`src/hw/rtl/rhps_pkg.sv`:
```
// Shared types, constants and helpers of the rolling-hash pattern search block.
package rhps_pkg;

   localparam int MAX_PATTERN_DEF = 16;
   localparam int MAX_LINE_DEF    = 4096;
   localparam int RADIX           = 256;

   localparam int BYTE_W     = $clog2(RADIX);
   localparam int BIT_IDX_W  = $clog2(BYTE_W);
   localparam int MOD_W      = 12;
   localparam int HASH_W     = MOD_W;
   localparam int PLEN_W     = 5;
   localparam int PAT_W      = 64;
   localparam int PAT_BYTES  = 2 * PAT_W / BYTE_W;
   localparam int CSR_W      = 64;
   localparam int CSR_IDX_W  = 2;
   localparam int MIDX_W     = 12;
   localparam int LINE_W     = 16;
   localparam int PROD_W     = BYTE_W + MOD_W;
   localparam int CNT_W      = $clog2(PROD_W);

   localparam logic [MOD_W-1:0]  MOD_RESET    = 12'd1987;
   localparam logic [MOD_W-1:0]  MOD_MIN      = 12'd2;
   localparam logic [PLEN_W-1:0] PLEN_RESET   = 5'd1;
   localparam logic [LINE_W-1:0] LINE_CNT_MAX = 16'hFFFF;

   typedef enum logic [CSR_IDX_W-1:0] {
      CSR_MODULUS = 2'd0,
      CSR_PLEN    = 2'd1,
      CSR_PAT_LO  = 2'd2,
      CSR_PAT_HI  = 2'd3
   } csr_idx_type;

   typedef enum logic [2:0] {
      UOP_NONE   = 3'd0,
      UOP_LOAD   = 3'd1,
      UOP_SHIFT  = 3'd2,
      UOP_SUBMOD = 3'd3,
      UOP_MUL    = 3'd4
   } uop_type;

   typedef struct packed {
      uop_type           op;
      logic              shift_bit;
      logic [MOD_W-1:0]  value;
      logic [BYTE_W-1:0] opnd_byte;
   } unit_cmd_type;

   typedef struct packed {
      logic [MOD_W-1:0]   modulus;
      logic [PLEN_W-1:0]  pattern_length;
      logic [2*PAT_W-1:0] pattern;
   } cfg_type;

   typedef struct packed {
      logic [BYTE_W-1:0] text_byte;
      logic              byte_valid;
      logic              last_in_line;
   } item_type;

   typedef struct packed {
      logic              push;
      logic [MIDX_W-1:0] match_index;
      logic [LINE_W-1:0] line_number;
      logic [HASH_W-1:0] window_hash;
   } res_type;

   function automatic logic [BYTE_W-1:0] pat_byte(input logic [2*PAT_W-1:0] pat,
                                                  input logic [31:0] j);
      if (j < 32'(PAT_BYTES)) begin
         return pat[j*BYTE_W +: BYTE_W];
      end
      return '0;
   endfunction

endpackage

```
`src/hw/rtl/rhps_if.sv`:
```
// Request and response channel interfaces of the rolling-hash pattern search block.
interface rhps_req_if import rhps_pkg::*; ();
   logic              valid;
   logic              ready;
   logic [BYTE_W-1:0] text_byte;
   logic              byte_valid;
   logic              last_in_line;

   modport source (output valid, output text_byte, output byte_valid, output last_in_line,
                   input ready);
   modport sink   (input valid, input text_byte, input byte_valid, input last_in_line,
                   output ready);
endinterface

interface rhps_rsp_if import rhps_pkg::*; ();
   logic              valid;
   logic              ready;
   logic [MIDX_W-1:0] match_index;
   logic [LINE_W-1:0] line_number;
   logic [HASH_W-1:0] window_hash;

   modport source (output valid, output match_index, output line_number, output window_hash,
                   input ready);
   modport sink   (input valid, input match_index, input line_number, input window_hash,
                   output ready);
endinterface

```
`src/hw/rtl/rhps_modunit.sv`:
```
// Shared modular arithmetic unit: load, shift-in-and-reduce, modular subtract, multiply.
module rhps_modunit import rhps_pkg::*; (
   input  logic               clock,
   input  unit_cmd_type       ucmd,
   input  logic [MOD_W-1:0]   umod,
   output logic [MOD_W-1:0]   uacc,
   output logic [PROD_W-1:0]  uprod
);

   logic [MOD_W-1:0]  acc_ff;
   logic [MOD_W-1:0]  acc_in;
   logic [PROD_W-1:0] prod_ff;
   logic [PROD_W-1:0] prod_in;
   logic [MOD_W:0]    shifted;
   logic [MOD_W:0]    diff;

   always_comb begin
      acc_in  = acc_ff;
      prod_in = prod_ff;
      shifted = {acc_ff, ucmd.shift_bit};
      diff    = {1'b0, ucmd.value} - {1'b0, acc_ff};
      case (ucmd.op)
         UOP_LOAD: begin
            acc_in = ucmd.value;
         end
         UOP_SHIFT: begin
            if (shifted >= {1'b0, umod}) begin
               acc_in = MOD_W'(shifted - {1'b0, umod});
            end else begin
               acc_in = MOD_W'(shifted);
            end
         end
         UOP_SUBMOD: begin
            if (diff[MOD_W]) begin
               acc_in = MOD_W'(diff + {1'b0, umod});
            end else begin
               acc_in = MOD_W'(diff);
            end
         end
         UOP_MUL: begin
            prod_in = PROD_W'(ucmd.opnd_byte) * PROD_W'(ucmd.value);
         end
         default: begin
            acc_in = acc_ff;
         end
      endcase
   end

   always_ff @(posedge clock) begin
      acc_ff  <= acc_in;
      prod_ff <= prod_in;
   end

   assign uacc  = acc_ff;
   assign uprod = prod_ff;

endmodule

```
`src/hw/rtl/rhps_ctrl.sv`:
```
// Sequencer, line state and window ring of the rolling-hash pattern search block.
module rhps_ctrl import rhps_pkg::*; #(
   parameter int MAX_PATTERN = MAX_PATTERN_DEF,
   parameter int MAX_LINE    = MAX_LINE_DEF
) (
   input  logic               clock,
   input  logic               reset,
   input  cfg_type            cfg,
   input  logic               item_take,
   input  item_type           item,
   output logic               item_ready,
   input  logic               rsp_busy,
   output res_type            res,
   output unit_cmd_type       ucmd,
   output logic [MOD_W-1:0]   umod,
   input  logic [MOD_W-1:0]   uacc,
   input  logic [PROD_W-1:0]  uprod
);

   localparam int IDX_W  = (MAX_PATTERN > 1) ? $clog2(MAX_PATTERN) : 1;
   localparam int RING_W = IDX_W + 1;
   localparam int LEN_W  = $clog2(MAX_PATTERN + 1);
   localparam int POS_W  = $clog2(MAX_LINE + 1);
   localparam logic [IDX_W-1:0]  IDX_LAST = IDX_W'(MAX_PATTERN - 1);
   localparam logic [RING_W-1:0] RING_P   = RING_W'(MAX_PATTERN);
   localparam logic [POS_W-1:0]  POS_LIM  = POS_W'(MAX_LINE);
   localparam logic [CNT_W-1:0]  BIT_LAST = CNT_W'(BYTE_W - 1);
   localparam logic [CNT_W-1:0]  PROD_LAST = CNT_W'(PROD_W - 1);

   typedef enum logic [12:0] {
      ST_IDLE  = 13'h0001,
      ST_POW   = 13'h0002,
      ST_PHASH = 13'h0004,
      ST_BYTE  = 13'h0008,
      ST_MUL   = 13'h0010,
      ST_CLR   = 13'h0020,
      ST_RED   = 13'h0040,
      ST_SUB   = 13'h0080,
      ST_ADD   = 13'h0100,
      ST_UPD   = 13'h0200,
      ST_CRD   = 13'h0400,
      ST_CCMP  = 13'h0800,
      ST_DONE  = 13'h1000
   } state_type;

   state_type          state_ff, state_in;
   logic               line_open_ff, line_open_in;
   logic               match_ff, match_in;
   logic [MOD_W-1:0]   cur_mod_ff, cur_mod_in;
   logic [LEN_W-1:0]   cur_len_ff, cur_len_in;
   logic [HASH_W-1:0]  lp_ff, lp_in;
   logic [HASH_W-1:0]  ph_ff, ph_in;
   logic [HASH_W-1:0]  hash_ff, hash_in;
   logic [POS_W-1:0]   pos_ff, pos_in;
   logic [LINE_W-1:0]  line_cnt_ff, line_cnt_in;
   item_type           item_ff, item_in;
   logic [IDX_W-1:0]   wr_ptr_ff, wr_ptr_in;
   logic [IDX_W-1:0]   cmp_idx_ff, cmp_idx_in;
   logic [LEN_W-1:0]   j_ff, j_in;
   logic [CNT_W-1:0]   bit_ff, bit_in;
   logic [MIDX_W-1:0]  mstart_ff, mstart_in;
   logic [BYTE_W-1:0]  win_rd_ff;
   logic [BYTE_W-1:0]  window_mem [MAX_PATTERN];

   logic               win_we;
   logic [IDX_W-1:0]   win_raddr;
   logic [RING_W-1:0]  ring_old;
   logic [RING_W-1:0]  ring_start;
   logic [IDX_W-1:0]   old_idx;
   logic [IDX_W-1:0]   start_idx;
   logic [IDX_W-1:0]   wr_next;
   logic [IDX_W-1:0]   cmp_next;
   logic [BYTE_W-1:0]  pat_cur;
   logic [BIT_IDX_W-1:0] bit_sel;
   logic               pos_ge_len;
   logic               full_window;
   logic               byte_done;

   always_comb begin
      ring_old    = RING_W'(wr_ptr_ff) + RING_P - RING_W'(cur_len_ff);
      ring_start  = ring_old + 1'b1;
      old_idx     = (ring_old >= RING_P) ? IDX_W'(ring_old - RING_P) : IDX_W'(ring_old);
      start_idx   = (ring_start >= RING_P) ? IDX_W'(ring_start - RING_P) : IDX_W'(ring_start);
      wr_next     = (wr_ptr_ff == IDX_LAST) ? '0 : wr_ptr_ff + 1'b1;
      cmp_next    = (cmp_idx_ff == IDX_LAST) ? '0 : cmp_idx_ff + 1'b1;
      pat_cur     = pat_byte(cfg.pattern, 32'(j_ff));
      bit_sel     = BIT_IDX_W'(BIT_LAST - bit_ff);
      pos_ge_len  = 32'(pos_ff) >= 32'(cur_len_ff);
      full_window = (32'(pos_ff) + 32'd1) >= 32'(cur_len_ff);
      byte_done   = (bit_ff == BIT_LAST);
   end

   always_comb begin
      state_in     = state_ff;
      line_open_in = line_open_ff;
      match_in     = match_ff;
      cur_mod_in   = cur_mod_ff;
      cur_len_in   = cur_len_ff;
      lp_in        = lp_ff;
      ph_in        = ph_ff;
      hash_in      = hash_ff;
      pos_in       = pos_ff;
      line_cnt_in  = line_cnt_ff;
      item_in      = item_ff;
      wr_ptr_in    = wr_ptr_ff;
      cmp_idx_in   = cmp_idx_ff;
      j_in         = j_ff;
      bit_in       = bit_ff;
      mstart_in    = mstart_ff;
      win_we       = 1'b0;
      win_raddr    = cmp_idx_ff;
      ucmd         = '{op: UOP_NONE, shift_bit: 1'b0, value: '0, opnd_byte: '0};
      res.push        = 1'b0;
      res.match_index = mstart_ff;
      res.line_number = line_cnt_ff;
      res.window_hash = hash_ff;

      case (state_ff)
         ST_IDLE: begin
            if (item_take) begin
               item_in = item;
               if (!line_open_ff) begin
                  cur_mod_in = (cfg.modulus < MOD_MIN) ? MOD_MIN : cfg.modulus;
                  if (cfg.pattern_length == '0) begin
                     cur_len_in = LEN_W'(1);
                  end else if (32'(cfg.pattern_length) > 32'(MAX_PATTERN)) begin
                     cur_len_in = LEN_W'(MAX_PATTERN);
                  end else begin
                     cur_len_in = LEN_W'(cfg.pattern_length);
                  end
                  if (line_cnt_ff != LINE_CNT_MAX) begin
                     line_cnt_in = line_cnt_ff + 1'b1;
                  end
                  pos_in       = '0;
                  hash_in      = '0;
                  wr_ptr_in    = '0;
                  line_open_in = 1'b1;
                  ucmd.op      = UOP_LOAD;
                  ucmd.value   = MOD_W'(1);
                  j_in         = LEN_W'(1);
                  bit_in       = '0;
                  state_in     = ST_POW;
               end else begin
                  state_in = ST_BYTE;
               end
            end
         end
         ST_POW: begin
            if (j_ff >= cur_len_ff) begin
               lp_in      = uacc;
               ucmd.op    = UOP_LOAD;
               ucmd.value = '0;
               j_in       = '0;
               bit_in     = '0;
               state_in   = ST_PHASH;
            end else begin
               ucmd.op        = UOP_SHIFT;
               ucmd.shift_bit = 1'b0;
               if (byte_done) begin
                  bit_in = '0;
                  j_in   = j_ff + 1'b1;
               end else begin
                  bit_in = bit_ff + 1'b1;
               end
            end
         end
         ST_PHASH: begin
            if (j_ff >= cur_len_ff) begin
               ph_in    = uacc;
               state_in = ST_BYTE;
            end else begin
               ucmd.op        = UOP_SHIFT;
               ucmd.shift_bit = pat_cur[bit_sel];
               if (byte_done) begin
                  bit_in = '0;
                  j_in   = j_ff + 1'b1;
               end else begin
                  bit_in = bit_ff + 1'b1;
               end
            end
         end
         ST_BYTE: begin
            if (item_ff.byte_valid && (pos_ff < POS_LIM)) begin
               if (pos_ge_len) begin
                  win_raddr = old_idx;
                  state_in  = ST_MUL;
               end else begin
                  ucmd.op    = UOP_LOAD;
                  ucmd.value = hash_ff;
                  bit_in     = '0;
                  state_in   = ST_ADD;
               end
            end else begin
               state_in = ST_DONE;
            end
         end
         ST_MUL: begin
            ucmd.op        = UOP_MUL;
            ucmd.value     = lp_ff;
            ucmd.opnd_byte = win_rd_ff;
            state_in       = ST_CLR;
         end
         ST_CLR: begin
            ucmd.op    = UOP_LOAD;
            ucmd.value = '0;
            bit_in     = '0;
            state_in   = ST_RED;
         end
         ST_RED: begin
            ucmd.op        = UOP_SHIFT;
            ucmd.shift_bit = uprod[PROD_LAST - bit_ff];
            if (bit_ff == PROD_LAST) begin
               bit_in   = '0;
               state_in = ST_SUB;
            end else begin
               bit_in = bit_ff + 1'b1;
            end
         end
         ST_SUB: begin
            ucmd.op    = UOP_SUBMOD;
            ucmd.value = hash_ff;
            bit_in     = '0;
            state_in   = ST_ADD;
         end
         ST_ADD: begin
            ucmd.op        = UOP_SHIFT;
            ucmd.shift_bit = item_ff.text_byte[bit_sel];
            if (byte_done) begin
               bit_in   = '0;
               state_in = ST_UPD;
            end else begin
               bit_in = bit_ff + 1'b1;
            end
         end
         ST_UPD: begin
            hash_in   = uacc;
            win_we    = 1'b1;
            wr_ptr_in = wr_next;
            pos_in    = pos_ff + 1'b1;
            if (full_window && (uacc == ph_ff)) begin
               mstart_in  = MIDX_W'(32'(pos_ff) + 32'd1 - 32'(cur_len_ff));
               cmp_idx_in = start_idx;
               j_in       = '0;
               state_in   = ST_CRD;
            end else begin
               state_in = ST_DONE;
            end
         end
         ST_CRD: begin
            if (j_ff >= cur_len_ff) begin
               match_in = 1'b1;
               state_in = ST_DONE;
            end else begin
               win_raddr = cmp_idx_ff;
               state_in  = ST_CCMP;
            end
         end
         ST_CCMP: begin
            if (win_rd_ff != pat_cur) begin
               state_in = ST_DONE;
            end else begin
               j_in       = j_ff + 1'b1;
               cmp_idx_in = cmp_next;
               state_in   = ST_CRD;
            end
         end
         ST_DONE: begin
            if (!(match_ff && rsp_busy)) begin
               res.push = match_ff;
               match_in = 1'b0;
               if (item_ff.last_in_line) begin
                  line_open_in = 1'b0;
                  pos_in       = '0;
               end
               state_in = ST_IDLE;
            end
         end
         default: begin
            state_in = ST_IDLE;
         end
      endcase
   end

   always_ff @(posedge clock) begin
      if (reset) begin
         state_ff     <= ST_IDLE;
         line_open_ff <= 1'b0;
         match_ff     <= 1'b0;
         cur_mod_ff   <= MOD_RESET;
         cur_len_ff   <= LEN_W'(1);
         lp_ff        <= HASH_W'(1);
         ph_ff        <= '0;
         hash_ff      <= '0;
         pos_ff       <= '0;
         line_cnt_ff  <= '0;
      end else begin
         state_ff     <= state_in;
         line_open_ff <= line_open_in;
         match_ff     <= match_in;
         cur_mod_ff   <= cur_mod_in;
         cur_len_ff   <= cur_len_in;
         lp_ff        <= lp_in;
         ph_ff        <= ph_in;
         hash_ff      <= hash_in;
         pos_ff       <= pos_in;
         line_cnt_ff  <= line_cnt_in;
      end
   end

   always_ff @(posedge clock) begin
      item_ff    <= item_in;
      wr_ptr_ff  <= wr_ptr_in;
      cmp_idx_ff <= cmp_idx_in;
      j_ff       <= j_in;
      bit_ff     <= bit_in;
      mstart_ff  <= mstart_in;
   end

   always_ff @(posedge clock) begin
      if (win_we) begin
         window_mem[wr_ptr_ff] <= item_ff.text_byte;
      end
      win_rd_ff <= window_mem[win_raddr];
   end

   assign item_ready = (state_ff == ST_IDLE);
   assign umod       = cur_mod_ff;

endmodule

```
`src/hw/rtl/rolling_hash_pattern_search.sv`:
```
// Top level of the rolling-hash pattern search block: config registers and result register.
//
//  channel   | direction | handshake        | payload
//  ----------+-----------+------------------+---------------------------------------------
//  req_chan  | in        | valid / ready    | text_byte, byte_valid, last_in_line
//  rsp_chan  | out       | valid / ready    | match_index, line_number, window_hash
//  csr_*     | in        | csr_wr_en only   | csr_index, csr_wdata
//
//  One request at a time. A byte with a full window runs the 20-step product reduction
//  and then the 8-step byte fold in the shared modular unit, a byte before the window
//  fills only the byte fold, a marker without a byte neither. A hash hit adds a window
//  compare; the first request of a line also computes the leading power and pattern hash.
//  Reset is synchronous; no clearing pass. A waiting result holds; the next request is
//  still taken, and only a second result stalls until the first is taken.
module rolling_hash_pattern_search import rhps_pkg::*; #(
   parameter int MAX_PATTERN = MAX_PATTERN_DEF,
   parameter int MAX_LINE    = MAX_LINE_DEF
) (
   input  logic                  clock,
   input  logic                  reset,
   rhps_req_if.sink              req_chan,
   rhps_rsp_if.source            rsp_chan,
   input  logic                  csr_wr_en,
   input  logic [CSR_IDX_W-1:0]  csr_index,
   input  logic [CSR_W-1:0]      csr_wdata
);

   logic [MOD_W-1:0]   modulus_ff, modulus_in;
   logic [PLEN_W-1:0]  plen_ff, plen_in;
   logic [PAT_W-1:0]   pat_lo_ff, pat_lo_in;
   logic [PAT_W-1:0]   pat_hi_ff, pat_hi_in;
   logic               rsp_valid_ff, rsp_valid_in;
   logic [MIDX_W-1:0]  rsp_idx_ff, rsp_idx_in;
   logic [LINE_W-1:0]  rsp_line_ff, rsp_line_in;
   logic [HASH_W-1:0]  rsp_hash_ff, rsp_hash_in;

   cfg_type            cfg;
   item_type           item;
   res_type            res;
   unit_cmd_type       ucmd;
   logic               item_ready;
   logic               item_take;
   logic               rsp_busy;
   logic [MOD_W-1:0]   umod;
   logic [MOD_W-1:0]   uacc;
   logic [PROD_W-1:0]  uprod;

   always_comb begin
      modulus_in = modulus_ff;
      plen_in    = plen_ff;
      pat_lo_in  = pat_lo_ff;
      pat_hi_in  = pat_hi_ff;
      if (csr_wr_en) begin
         case (csr_index)
            CSR_MODULUS: modulus_in = csr_wdata[MOD_W-1:0];
            CSR_PLEN:    plen_in    = csr_wdata[PLEN_W-1:0];
            CSR_PAT_LO:  pat_lo_in  = csr_wdata[PAT_W-1:0];
            CSR_PAT_HI:  pat_hi_in  = csr_wdata[PAT_W-1:0];
            default:     modulus_in = modulus_ff;
         endcase
      end
   end

   always_comb begin
      rsp_valid_in = rsp_valid_ff;
      rsp_idx_in   = rsp_idx_ff;
      rsp_line_in  = rsp_line_ff;
      rsp_hash_in  = rsp_hash_ff;
      if (res.push) begin
         rsp_valid_in = 1'b1;
         rsp_idx_in   = res.match_index;
         rsp_line_in  = res.line_number;
         rsp_hash_in  = res.window_hash;
      end else if (rsp_chan.ready) begin
         rsp_valid_in = 1'b0;
      end
   end

   always_ff @(posedge clock) begin
      if (reset) begin
         modulus_ff   <= MOD_RESET;
         plen_ff      <= PLEN_RESET;
         pat_lo_ff    <= '0;
         pat_hi_ff    <= '0;
         rsp_valid_ff <= 1'b0;
      end else begin
         modulus_ff   <= modulus_in;
         plen_ff      <= plen_in;
         pat_lo_ff    <= pat_lo_in;
         pat_hi_ff    <= pat_hi_in;
         rsp_valid_ff <= rsp_valid_in;
      end
   end

   always_ff @(posedge clock) begin
      rsp_idx_ff  <= rsp_idx_in;
      rsp_line_ff <= rsp_line_in;
      rsp_hash_ff <= rsp_hash_in;
   end

   assign cfg.modulus        = modulus_ff;
   assign cfg.pattern_length = plen_ff;
   assign cfg.pattern        = {pat_hi_ff, pat_lo_ff};

   assign item.text_byte    = req_chan.text_byte;
   assign item.byte_valid   = req_chan.byte_valid;
   assign item.last_in_line = req_chan.last_in_line;
   assign item_take         = req_chan.valid & item_ready;
   assign req_chan.ready    = item_ready;

   assign rsp_busy             = rsp_valid_ff & ~rsp_chan.ready;
   assign rsp_chan.valid       = rsp_valid_ff;
   assign rsp_chan.match_index = rsp_idx_ff;
   assign rsp_chan.line_number = rsp_line_ff;
   assign rsp_chan.window_hash = rsp_hash_ff;

   rhps_ctrl #(
      .MAX_PATTERN (MAX_PATTERN),
      .MAX_LINE    (MAX_LINE)
   ) u_ctrl (
      .clock      (clock),
      .reset      (reset),
      .cfg        (cfg),
      .item_take  (item_take),
      .item       (item),
      .item_ready (item_ready),
      .rsp_busy   (rsp_busy),
      .res        (res),
      .ucmd       (ucmd),
      .umod       (umod),
      .uacc       (uacc),
      .uprod      (uprod)
   );

   rhps_modunit u_modunit (
      .clock (clock),
      .ucmd  (ucmd),
      .umod  (umod),
      .uacc  (uacc),
      .uprod (uprod)
   );

endmodule

```
`src/flat_wrapper.sv`:
```
// flat-port wrapper written by rule: the top's interface ports become plain ports
module rolling_hash_pattern_search_flat import rhps_pkg::*;
#(
   parameter int MAX_PATTERN = MAX_PATTERN_DEF,
   parameter int MAX_LINE    = MAX_LINE_DEF
)
  (clock, reset, csr_wr_en, csr_index, csr_wdata, req_chan_valid, req_chan_text_byte, req_chan_byte_valid, req_chan_last_in_line, req_chan_ready, rsp_chan_valid, rsp_chan_match_index, rsp_chan_line_number, rsp_chan_window_hash, rsp_chan_ready);
  rhps_req_if req_chan_i ();
  rhps_rsp_if rsp_chan_i ();
  input  logic clock;
  input  logic reset;
  input  logic csr_wr_en;
  input  logic [CSR_IDX_W-1:0] csr_index;
  input  logic [CSR_W-1:0] csr_wdata;
  input wire logic [$bits(req_chan_i.valid)-1:0] req_chan_valid;
  input wire logic [$bits(req_chan_i.text_byte)-1:0] req_chan_text_byte;
  input wire logic [$bits(req_chan_i.byte_valid)-1:0] req_chan_byte_valid;
  input wire logic [$bits(req_chan_i.last_in_line)-1:0] req_chan_last_in_line;
  output wire logic [$bits(req_chan_i.ready)-1:0] req_chan_ready;
  output wire logic [$bits(rsp_chan_i.valid)-1:0] rsp_chan_valid;
  output wire logic [$bits(rsp_chan_i.match_index)-1:0] rsp_chan_match_index;
  output wire logic [$bits(rsp_chan_i.line_number)-1:0] rsp_chan_line_number;
  output wire logic [$bits(rsp_chan_i.window_hash)-1:0] rsp_chan_window_hash;
  input wire logic [$bits(rsp_chan_i.ready)-1:0] rsp_chan_ready;
  assign req_chan_i.valid = req_chan_valid;
  assign req_chan_i.text_byte = req_chan_text_byte;
  assign req_chan_i.byte_valid = req_chan_byte_valid;
  assign req_chan_i.last_in_line = req_chan_last_in_line;
  assign req_chan_ready = req_chan_i.ready;
  assign rsp_chan_valid = rsp_chan_i.valid;
  assign rsp_chan_match_index = rsp_chan_i.match_index;
  assign rsp_chan_line_number = rsp_chan_i.line_number;
  assign rsp_chan_window_hash = rsp_chan_i.window_hash;
  assign rsp_chan_i.ready = rsp_chan_ready;
  rolling_hash_pattern_search #(.MAX_PATTERN(MAX_PATTERN), .MAX_LINE(MAX_LINE)) u_core (.clock(clock), .reset(reset), .req_chan(req_chan_i), .rsp_chan(rsp_chan_i), .csr_wr_en(csr_wr_en), .csr_index(csr_index), .csr_wdata(csr_wdata));
endmodule
```
`config.mk`:
```
export PLATFORM = sky130hd
export DESIGN_NAME = rolling_hash_pattern_search_flat
export DESIGN_NICKNAME = d
export VERILOG_FILES = /design/src/hw/rtl/rhps_pkg.sv /design/src/hw/rtl/rhps_if.sv /design/src/hw/rtl/rhps_modunit.sv /design/src/hw/rtl/rhps_ctrl.sv /design/src/hw/rtl/rolling_hash_pattern_search.sv /design/src/flat_wrapper.sv
export SDC_FILE = /design/constraint.sdc
export NUM_CORES = 1
export LEC_CHECK = 0
export BUFFER_PORTS_ARGS = -buffer_cell sky130_fd_sc_hd__buf_2
export CAP_MARGIN = 10
export CELL_PAD_IN_SITES_DETAIL_PLACEMENT = 1
export CELL_PAD_IN_SITES_GLOBAL_PLACEMENT = 1
export CORE_MARGIN = 3
export CORE_UTILIZATION = 50
export DETAILED_ROUTE_END_ITERATION = 12
export HOLD_SLACK_MARGIN = 0.02
export PLACE_DENSITY = 0.92
export SLEW_MARGIN = 0
export SYNTH_ARGS = -nofsm -noshare
export SYNTH_HDL_FRONTEND = slang
export SYNTH_HIERARCHICAL = 1
export SYNTH_SLANG_ARGS = --single-unit
export TNS_END_PERCENT = 5
```
`constraint.sdc`:
```
create_clock -name clock -period 8.59 [get_ports clock]
set_clock_uncertainty 0.1 [all_clocks]
set_input_delay 1.718 -clock clock [delete_from_list [all_inputs] [get_ports clock]]
set_output_delay 1.718 -clock clock [all_outputs]
set_load 0.05 [all_outputs]
```
## Word-level counts from Yosys, hierarchy flattened

Memory sizes are Yosys's and may differ from the RTL's. A register that Yosys moved wholly into a read port is not among the register bits.
Index checks and enable logic that the tools add are counted.

- Add/sub/neg operators: 18
- $mul: 1
- Magnitude comparators: 12
- Equal/unequal tests: 41
- Shift-type cells: 1
- Muxes and demuxes: 94
- Bitwise operators: 4
- Reductions and logical operators: 34

Operators by type and width:

| operator | number |
|---|---|
| $mux W13 | 14 |
| $pmux W13 S13 | 1 |
| $shiftx A128 B9 Y8 | 1 |
| $mux W5 | 17 |
| $mux W12 | 7 |
| $mux W4 | 12 |
| $pmux W12 S4 | 1 |
| $pmux W13 S3 | 1 |
| $pmux W12 S3 | 1 |
| $pmux W5 S7 | 1 |
| $ne A2 B2 Y1 const B | 14 |
| $pmux W5 S5 | 1 |
| $mux W8 | 3 |
| $pmux W12 S2 | 1 |
| $pmux W3 S8 | 1 |
| $mux W1 | 22 |
| $mul A8 B12 Y20 | 1 |
| $reduce_and A6 Y1 | 3 |
| $add A16 B1 Y16 const B | 1 |
| $ne A16 B16 Y1 const B | 1 |
| $pmux W4 S2 | 2 |
| $reduce_and A2 Y1 | 8 |
| $add A5 B1 Y5 const B | 3 |
| $add A13 B1 Y14 const B | 1 |
| other kinds (65) | 87 |

- Register bits: 355
- RAM bits: 128
- Bits of input ports: 81
- Output and inout bits: 42
- Word-level logic and storage cells: 234
- Memories: 1

Memories:

| memory | depth | bits a word | rd ports | clocked after Yosys merged registers in | write ports | RTL line | RTL |
|---|---|---|---|---|---|---|---|
| u_core.u_ctrl.window_mem | 16 | 8 | 1 | 1 | 1 | rhps_ctrl.sv:63 | `logic [BYTE_W-1:0] window_mem [MAX_PATTERN];` |

## Depth between registers and ports, before layout

Gate-level depths: netlist of run 1.

- Depth in word-level cells: 10
- Depth in mapped cells: 26
- Mapped depth without buffers: 24

## Cells and area by module

Netlist of run 1, hierarchy kept.

Modules (own cells, without submodules):

| module | times used | cells each | area each (um^2) |
|---|---|---|---|
| rhps_ctrl | 1 | 1,260 | 13,770.7 |
| rolling_hash_pattern_search | 1 | 597 | 7,257.0 |
| rhps_modunit | 1 | 697 | 6,105.9 |

## Worst setup path before layout of run 1

OpenSTA, ideal clock, no wires.

- Kind: register -> register
- Start point: reg u_core.u_ctrl.state_ff[7]
- End point: reg u_core.u_modunit.prod_ff[16], in the netlist u_core/u_modunit/uprod[16], data pin
- Library setup time: 0.259 ns
- Arrival: 6.462 ns
- Required time: 8.231 ns
- Path slack: 1.769 ns
- Cell stages (with the launch flop): 26
- Buffers on the path: 2
- Path through: dfxtp_1 > buf_2 > or4_1 > or4_4 > inv_2 > and2_1 > nor2b_1 > and2_1 > clkbuf_1 > a221o_1 > nand2_1 > fa_1 > fa_1 > inv_1 > fa_1 > inv_1 > fa_1 > inv_1 > ha_1 > nor3_1 > nor2_1 > a31oi_1 > a211oi_1 > a21o_1 > a21oi_1 > xnor2_1

RTL lines:

| item | RTL line | RTL |
|---|---|---|
| start, declared | rhps_ctrl.sv:46 | `state_type state_ff, state_in;` |
| start signal, assigned | rhps_ctrl.sv:297 | `state_ff <= state_in;` |
| end signal, assigned | rhps_modunit.sv:51 | `prod_ff <= prod_in;` |
| end, declared | rhps_modunit.sv:12 | `logic [PROD_W-1:0] prod_ff;` |

==> impl_metrics.py, run 1 <==
metrics = {
    "status": {
        "status": "complete, no violations",
    },
    "route": {
        "drt-initial-drc-count": 1982,
        "vias_per_cell": 6.24,
        "wl_um": 86600,
        "ant_nets": 0,
        "via_count": 20900,
        "detail_route.wl_per_cell_um": 25.8,
        "route.detailed.drc": 0,
        "firstDrtPassIters": 6,
    },
    "critical_path": {
        "worstSetupStartpointType": "flop",
        "rrSetupSlack_ns": 1.19,
        "cp-end-kind": "flop",
        "crit_start": "u_core/u_ctrl/pos_ff[0]",
        "worstPathRequired_ns": 8.84,
        "critPathSlowestCell": "a2111oi_0",
        "crit_path_max_incr_delay_ns": 0.65,
        "r2r_start": "u_core/u_ctrl/pos_ff[0]",
        "critPathKind": "reg2reg",
        "worst-path-max-fanout": 15,
        "arrival_ns": 7.65,
        "path_cells": "inv_1 > ha_1 > nand2b_1 > a2111oi_0 > o21ai_0 > o21ai_1 > buf_4 > a22o_1 > nand2_1 > fa_1 > fa_1 > inv_1 > fa_1 > inv_1 > fa_1 > inv_1 > ha_1 > nor3_1 > nor2_1 > a31oi_1 > a211oi_1 > a21o_1 > a21oi_1 > xnor2_1",
    },
    "power": {
        "clock_power_share": 0.309,
        "p_switching_w": 0.00253,
        "seq_power_share": 0.412,
        "leakagePower_nw": 11.9,
        "power_density_nw_per_um2": 241,
        "switching_share": 0.352,
        "vdd_drop_max_mv": 0.197,
        "p_int_w": 0.00465,
        "pwr-share-comb": 0.280,
    },
    "global_route": {
        "grt_max_degree": 174,
        "first_global_vias": 22500,
        "grt_overflow": 0,
        "grt.total_usage": 0.301,
        "antenna_found_initial": 0,
        "grt_pass1_wl_um": 133000,
    },
    "synthesis": {
        "ys.flop_type": "dfxtp_1",
        "seq_area_frac_synth": 0.451,
        "syn-num-nets": 2806,
        "ys_ff_latch": 491,
        "syn_avg_cell_area_um2": 10.6,
        "synth_enable_flop_cells": 240,
        "netlist_area_um2": 27100,
        "ys_async_sr_fraction": 0,
        "synth_cells": 2554,
        "ys_types": 79,
        "yosys_warnings": 6,
    },
    "floorplanning": {
        "die_w_um": 239,
        "row_count": 84,
        "die_h_um": 239,
        "coreArea_um2": 53100,
        "die-area_um2": 57100,
        "start_util": 0.511,
        "pin_count": 123,
    },
    "timing": {
        "drv_slew": 0,
        "fin_crit_sh": 0.861,
        "rsz0062_at_grt": "false",
        "max_clock_freq_mhz": 135,
        "finalSetupTns_ns": 0,
        "tightest_slew_ns": 1.30,
        "setup_viol": 0,
        "timing.final.crit_period_ns": 7.40,
        "max-slew-margin-rel": 0.128,
        "hold_violations": 0,
    },
    "worst_hold_path": {
        "min_from": "u_core/u_ctrl/mstart_ff[10]",
        "hold_class": "reg2reg",
    },
    "place": {
        "io_buffers": 122,
        "dp_hpwl_um": 58500,
        "dpl_cell_area_um2": 28100,
        "place_congestion": 0.917,
    },
    "layout": {
        "areaGrowthSynthToFinish_pct": 9.74,
        "drive_above_1_share": 0.109,
        "fin_area_um2": 29800,
        "fin_nets": 2876,
        "diodes": 0,
    },
    "clock_network": {
        "hold_buffers": 0,
        "tritoncts": "yes",
        "cts.sinks": 491,
        "post_cts_resized": 0,
        "htreeDepth": 2,
        "root_buffer": "clkbuf_16",
        "cts.path.max_buffers": 3,
        "clkLatencyLatePin_ns": 0.63,
        "clkTransAtPathRegs_ns": 0.06,
        "postCtsSetupRepairBufs": 0,
        "cts_buffers": 51,
    },
    "flow_run": {
        "cap_violations": 0,
    },
}
-- logic make-up (layout without fill, tap and decap cells) --
kind of cell | after synthesis | in the layout | synth area share
DFF | 491 | 491 | 0.451
xor gates and xnor gates | 103 | 103 | 0.0332
buffers and inverters | 273 | 386 | 0.0449
and+or+nand+nor | 896 | 896 | 0.174
muxes | 247 | 247 | 0.110
AOI/OAI and AO/OA | 373 | 373 | 0.0906
adders and majority gates | 171 | 171 | 0.0968
-- per-layer routing --
layer,GRT usage,up-vias,share of wire
met5,0,-,0
met4,0.133,0,0.050
met3,0.0546,284,0.079
met2,0.519,1103,0.49
met1,0.370,10500,0.38
li1,-,9096,-
-- power by group through the flow --
| stage | clock [W] | sequential (W) | combinational, W |
|---|---|---|---|
| after floorplan | 0 | 0.00282 | 0.00142 |
| after global placement | 0 | 0.00295 | 0.00176 |
| after detailed placement | 0 | 0.00298 | 0.00189 |
| after CTS | 0.00224 | 0.00294 | 0.00196 |
| after global routing | 0.00234 | 0.00296 | 0.00217 |
| final | 0.00221 | 0.00295 | 0.00201 |
-- state kept, by name, summed over array words and instances (netlist names), 8 cells and up --
name,cells
u_core/u_ctrl/window_mem,128
u_core/pat_hi_ff,64
u_core/pat_lo_ff,64
u_core/u_modunit/uprod,20
u_core/rsp_chan.line_number,16
u_core/u_ctrl/line_cnt_ff,16
u_core/u_ctrl/pos_ff,13
u_core/u_ctrl/state_ff,13
u_core/modulus_ff,12
u_core/rsp_chan.match_index,12
u_core/rsp_chan.window_hash,12
u_core/u_ctrl/hash_ff,12
u_core/u_ctrl/lp_ff,12
u_core/u_ctrl/mstart_ff,12
u_core/u_ctrl/ph_ff,12
u_core/u_ctrl/umod,12
u_core/u_modunit/uacc,12
u_core/u_ctrl/item_ff,10
u_core/u_ctrl/win_rd_ff,8
-- worst max-delay path, delay by kind of cell (launching register included) --
family | cells | cell delay [ns]
compound gates | 8 | 2.51
xor+xnor | 1 | 0.15
fa+ha+maj | 6 | 2.84
buf+inv | 5 | 0.50
flops | 1 | 0.45
simple gates | 4 | 0.59
-- path summary, 6_finish.rpt --
check                                                        to  cells after the start
worst max register to register       u_core/u_modunit/uprod[16]                     24
worst min-delay path            u_core/rsp_chan.match_index[10]                      0
worst min register to register  u_core/rsp_chan.match_index[10]                      0
worst max-delay path                 u_core/u_modunit/uprod[16]                     24
-- layout make-up --
| class | instances | area, um2 |
|---|---|---|
| Fill cell | 5641 | 23300 |
| Multi-Input combinational cell | 1790 | 13700 |
| Sequential cell | 491 | 12200 |
| Clock buffer | 70 | 1420 |
| Tap cell | 688 | 861 |
| Timing Repair Buffer | 145 | 790 |
| Inverter | 145 | 544 |
| Clock inverter | 26 | 220 |
-- stage by stage --
step / worst slack [ns] / instances / util / hold WS [ns] / power [W]
floorplan: 1.77 / 2554 / - / 0.300 / 0.00424
global placement: 1.63 / 3257 / 0.530 / 0.303 / 0.00472
detailed placement: 1.28 / 3257 / 0.530 / 0.306 / 0.00487
CTS: 1.33 / 3353 / 0.561 / 0.322 / 0.00713
global route: 0.790 / 3355 / 0.561 / 0.327 / 0.00747
finish: 1.19 / 3355 / 0.561 / 0.320 / 0.00717
-- cell usage after synthesis (7+ instances only) --
cell,number,share of area
dfxtp_1,251,0.19
edfxtp_1,240,0.27
nand2b_1,220,0.051
mux2i_1,205,0.076
nand2_1,192,0.027
nor2_1,153,0.021
inv_1,143,0.020
and2_1,107,0.025
ha_1,106,0.049
a21oi_1,101,0.019
clkbuf_1,79,0.011
o21ai_0,73,0.013
xnor2_1,72,0.023
fa_1,65,0.048
nand3_1,47,0.0087
nor3_1,47,0.0087
mux4_2,39,0.032
xor2_1,31,0.010
and3_1,25,0.0058
a211oi_1,24,0.0066
nor2b_1,24,0.0055
a31oi_1,23,0.0053
buf_2,23,0.0042
a21o_1,16,0.0044
nand3b_1,16,0.0044
o22ai_1,15,0.0035
or3_1,15,0.0035
a22o_1,14,0.0045
nand4_1,14,0.0032
buf_4,12,0.0033
o21a_1,11,0.0030
a22oi_1,8,0.0022
o211ai_1,8,0.0022
o21ai_1,8,0.0015
o31ai_1,8,0.0022
a211o_1,7,0.0023
nor4_1,7,0.0016
o2111ai_1,7,0.0023
-- cell usage in the layout (no fill, tap or decap), types with 9 or more instances in the layout --
cell	count
a211oi_1	24
a21o_1	16
a21oi_1	101
a22o_1	14
a31oi_1	23
and2_1	107
and3_1	25
buf_2	121
buf_4	22
clkbuf_1	14
clkbuf_16	53
clkinv_1	11
clkinv_2	9
dfxtp_1	251
edfxtp_1	240
fa_1	65
ha_1	106
inv_1	143
mux2i_1	205
mux4_2	39
nand2_1	192
nand2b_1	220
nand3_1	46
nand3b_1	16
nand4_1	14
nor2_1	153
nor2b_1	24
nor3_1	47
o21a_1	11
o21ai_0	72
o21ai_1	9
o22ai_1	15
or3_1	15
xnor2_1	72
xor2_1	31
Note: power is estimated with default switching activity, not from simulation.
==> inputs of run 2 (changes only) <==
Clock period 8.59 ns to 8 ns, I/O delays scaled along.
==> run 2 against run 1 <==
Cell count is essentially flat. Combinational power is 5% higher. Total power grew 9.5%. Maximum frequency is 1.2% higher. Non-clock buffer count down 2. Global-route usage is 0.34 points lower. Sequential cell count stayed put. Critical path depth down 1. Largest power group unchanged.
==> impl_metrics.py, run 2 (synthesis gave the netlist of run 1 again) <==
metrics = {
    "critical_path": {
        "worstSetupStartpointType": "flop",
        "worst-path-max-fanout": 10,
        "r2r_start": "u_core/u_ctrl/state_ff[5]",
        "critPathKind": "reg2reg",
        "arrival_ns": 7.57,
        "worstPathRequired_ns": 8.25,
        "crit_start": "u_core/u_ctrl/state_ff[5]",
        "cp-end-kind": "flop",
    },
    "status": {
        "status": "complete, no violations",
    },
    "route": {
        "detail_route.wl_per_cell_um": 25.5,
        "ant_nets": 0,
        "firstDrtPassIters": 5,
        "vias_per_cell": 6.15,
        "route.detailed.drc": 0,
        "via_count": 20600,
        "drt-initial-drc-count": 1822,
        "wl_um": 85500,
    },
    "place": {
        "pre_cts_ws_ns": 0.812,
        "dpl_cell_area_um2": 28100,
        "io_buffers": 122,
        "place_congestion": 0.942,
        "dp_hpwl_um": 58800,
    },
    "layout": {
        "areaGrowthSynthToFinish_pct": 10.3,
        "mostFrequentLayoutCell": "dfxtp_1",
        "final_cell_mix": "251 x dfxtp_1, 240 x edfxtp_1, 220 x nand2b_1",
        "diodes": 0,
        "largest_reg_flops": 128,
        "fin_nets": 2875,
        "reg.largest.list": "u_core/u_ctrl/window_mem: 128 flops, u_core/pat_hi_ff: 64 flops, u_core/pat_lo_ff: 64 flops",
        "regMostFlops": "u_core/u_ctrl/window_mem",
        "drive_above_1_share": 0.112,
        "fin_area_um2": 29900,
    },
    "global_route": {
        "grt.busiest_layer": "met2",
        "gr-usage-met1": 0.364,
        "grt_pass1_wl_um": 133000,
        "grt_use_met3": 0.0533,
        "first_global_vias": 22600,
        "antenna_found_initial": 0,
        "grt.total_usage": 0.298,
        "grt_use_met2": 0.516,
        "grt_overflow": 0,
        "grt_max_degree": 121,
    },
    "power": {
        "pwr-share-comb": 0.269,
        "p_int_w": 0.00514,
        "power.total_w": 0.00786,
        "seq_power_share": 0.406,
        "p_switching_w": 0.00272,
        "vdd_drop_max_mv": 0.195,
        "switching_share": 0.346,
        "clock_power_share": 0.325,
        "power_density_nw_per_um2": 263,
        "leakagePower_nw": 11.9,
    },
    "floorplanning": {
        "start_util": 0.511,
        "coreArea_um2": 53100,
        "die_h_um": 239,
        "die-area_um2": 57100,
        "die_w_um": 239,
        "row_count": 84,
        "pin_count": 123,
    },
    "clock_network": {
        "htreeDepth": 2,
        "clkLatencyLatePin_ns": 0.66,
        "postCtsSetupRepairBufs": 0,
        "post_cts_resized": 0,
        "cts_buffers": 52,
        "hold_buffers": 0,
        "tritoncts": "yes",
        "cts.sinks": 491,
        "clkTransAtPathRegs_ns": 0.06,
        "cts.path.max_buffers": 3,
        "root_buffer": "clkbuf_16",
    },
    "timing": {
        "drv_slew": 0,
        "whs_ns": 0.323,
        "rsz0062_at_grt": "false",
        "max-slew-margin-rel": 0.103,
        "tightest_slew_ns": 1.34,
        "fin_ws_ns": 0.687,
        "hold_violations": 0,
        "setup_viol": 0,
        "finalSetupTns_ns": 0,
        "timing.final.crit_period_ns": 7.31,
        "fin_crit_sh": 0.914,
        "max_clock_freq_mhz": 137,
    },
    "flow_run": {
        "cap_violations": 0,
    },
    "worst_hold_path": {
        "hold_class": "reg2reg",
        "min_from": "u_core/u_ctrl/mstart_ff[3]",
    },
}
[run 2: cell count changes in the layout (fill, tap and decap cells not counted), sizes merged]
| cell | previous run | this run |
|---|---|---|
| buf | 144 | 143 |
| clkinv | 22 | 12 |
| clkbuf | 71 | 79 |
| bufinv | 2 | 4 |
[run 2: critical path: stages, from the launching register on]
cell and delay, ns:
dfxtp_1 0.35, or4_1 0.68, or4_4 0.61, inv_2 0.15, and2_1 0.19, nor2b_1 0.30
and2_1 0.20, a221o_1 0.33, nand2_1 0.14, fa_1 0.53, fa_1 0.54, inv_1 0.05
fa_1 0.53, inv_1 0.05, fa_1 0.52, inv_1 0.04, ha_1 0.36, nor3_1 0.07
nor2_1 0.16, a31oi_1 0.12, a211oi_1 0.52, nand2_1 0.12, o21ai_0 0.25, xor2_1 0.10
[run 2: per-stage QoR]
| stage | utilization | cells |
|---|---|---|
| after CTS | 0.564 | 3354 |
| after global routing | 0.564 | 3354 |
| after detailed placement | 0.530 | 3257 |
| final | 0.564 | 3354 |
| after global placement | 0.530 | 3257 |
| after floorplan | - | 2554 |
[run 2: final cells by class]
class | instances | area (um2)
Clock buffer | 79 | 1550
Clock inverter | 18 | 268
Fill cell | 5644 | 23100
Inverter | 145 | 544
Multi-Input combinational cell | 1790 | 13700
Sequential cell | 491 | 12200
Tap cell | 688 | 861
Timing Repair Buffer | 143 | 774
[run 2: power groups by stage]
stage,registers (W),logic [W],clock network (W)
after detailed placement,0.00322,0.00200,0
final,0.00319,0.00211,0.00256
after global routing,0.00320,0.00228,0.00268
after global placement,0.00320,0.00188,0
after floorplan,0.00302,0.00153,0
after CTS,0.00317,0.00206,0.00258
[run 2: worst paths after layout]
| kind | end | slack (ns) | cells past startpoint |
|---|---|---|---|
| setup / recovery | u_core/u_modunit/uprod[18] | 0.69 | 23 |
| hold / removal | u_core/rsp_chan.match_index[3] | 0.32 | 0 |
| setup reg to reg | u_core/u_modunit/uprod[18] | 0.69 | 23 |
| hold reg to reg | u_core/rsp_chan.match_index[3] | 0.32 | 0 |
[run 2: layer usage]
metal | vias up | wire (um)
met1 | 10300 | 33500
met2 | 928 | 42200
met4 | 0 | 4160
met3 | 273 | 5640
met5 | - | 0
li1 | 9099 | -
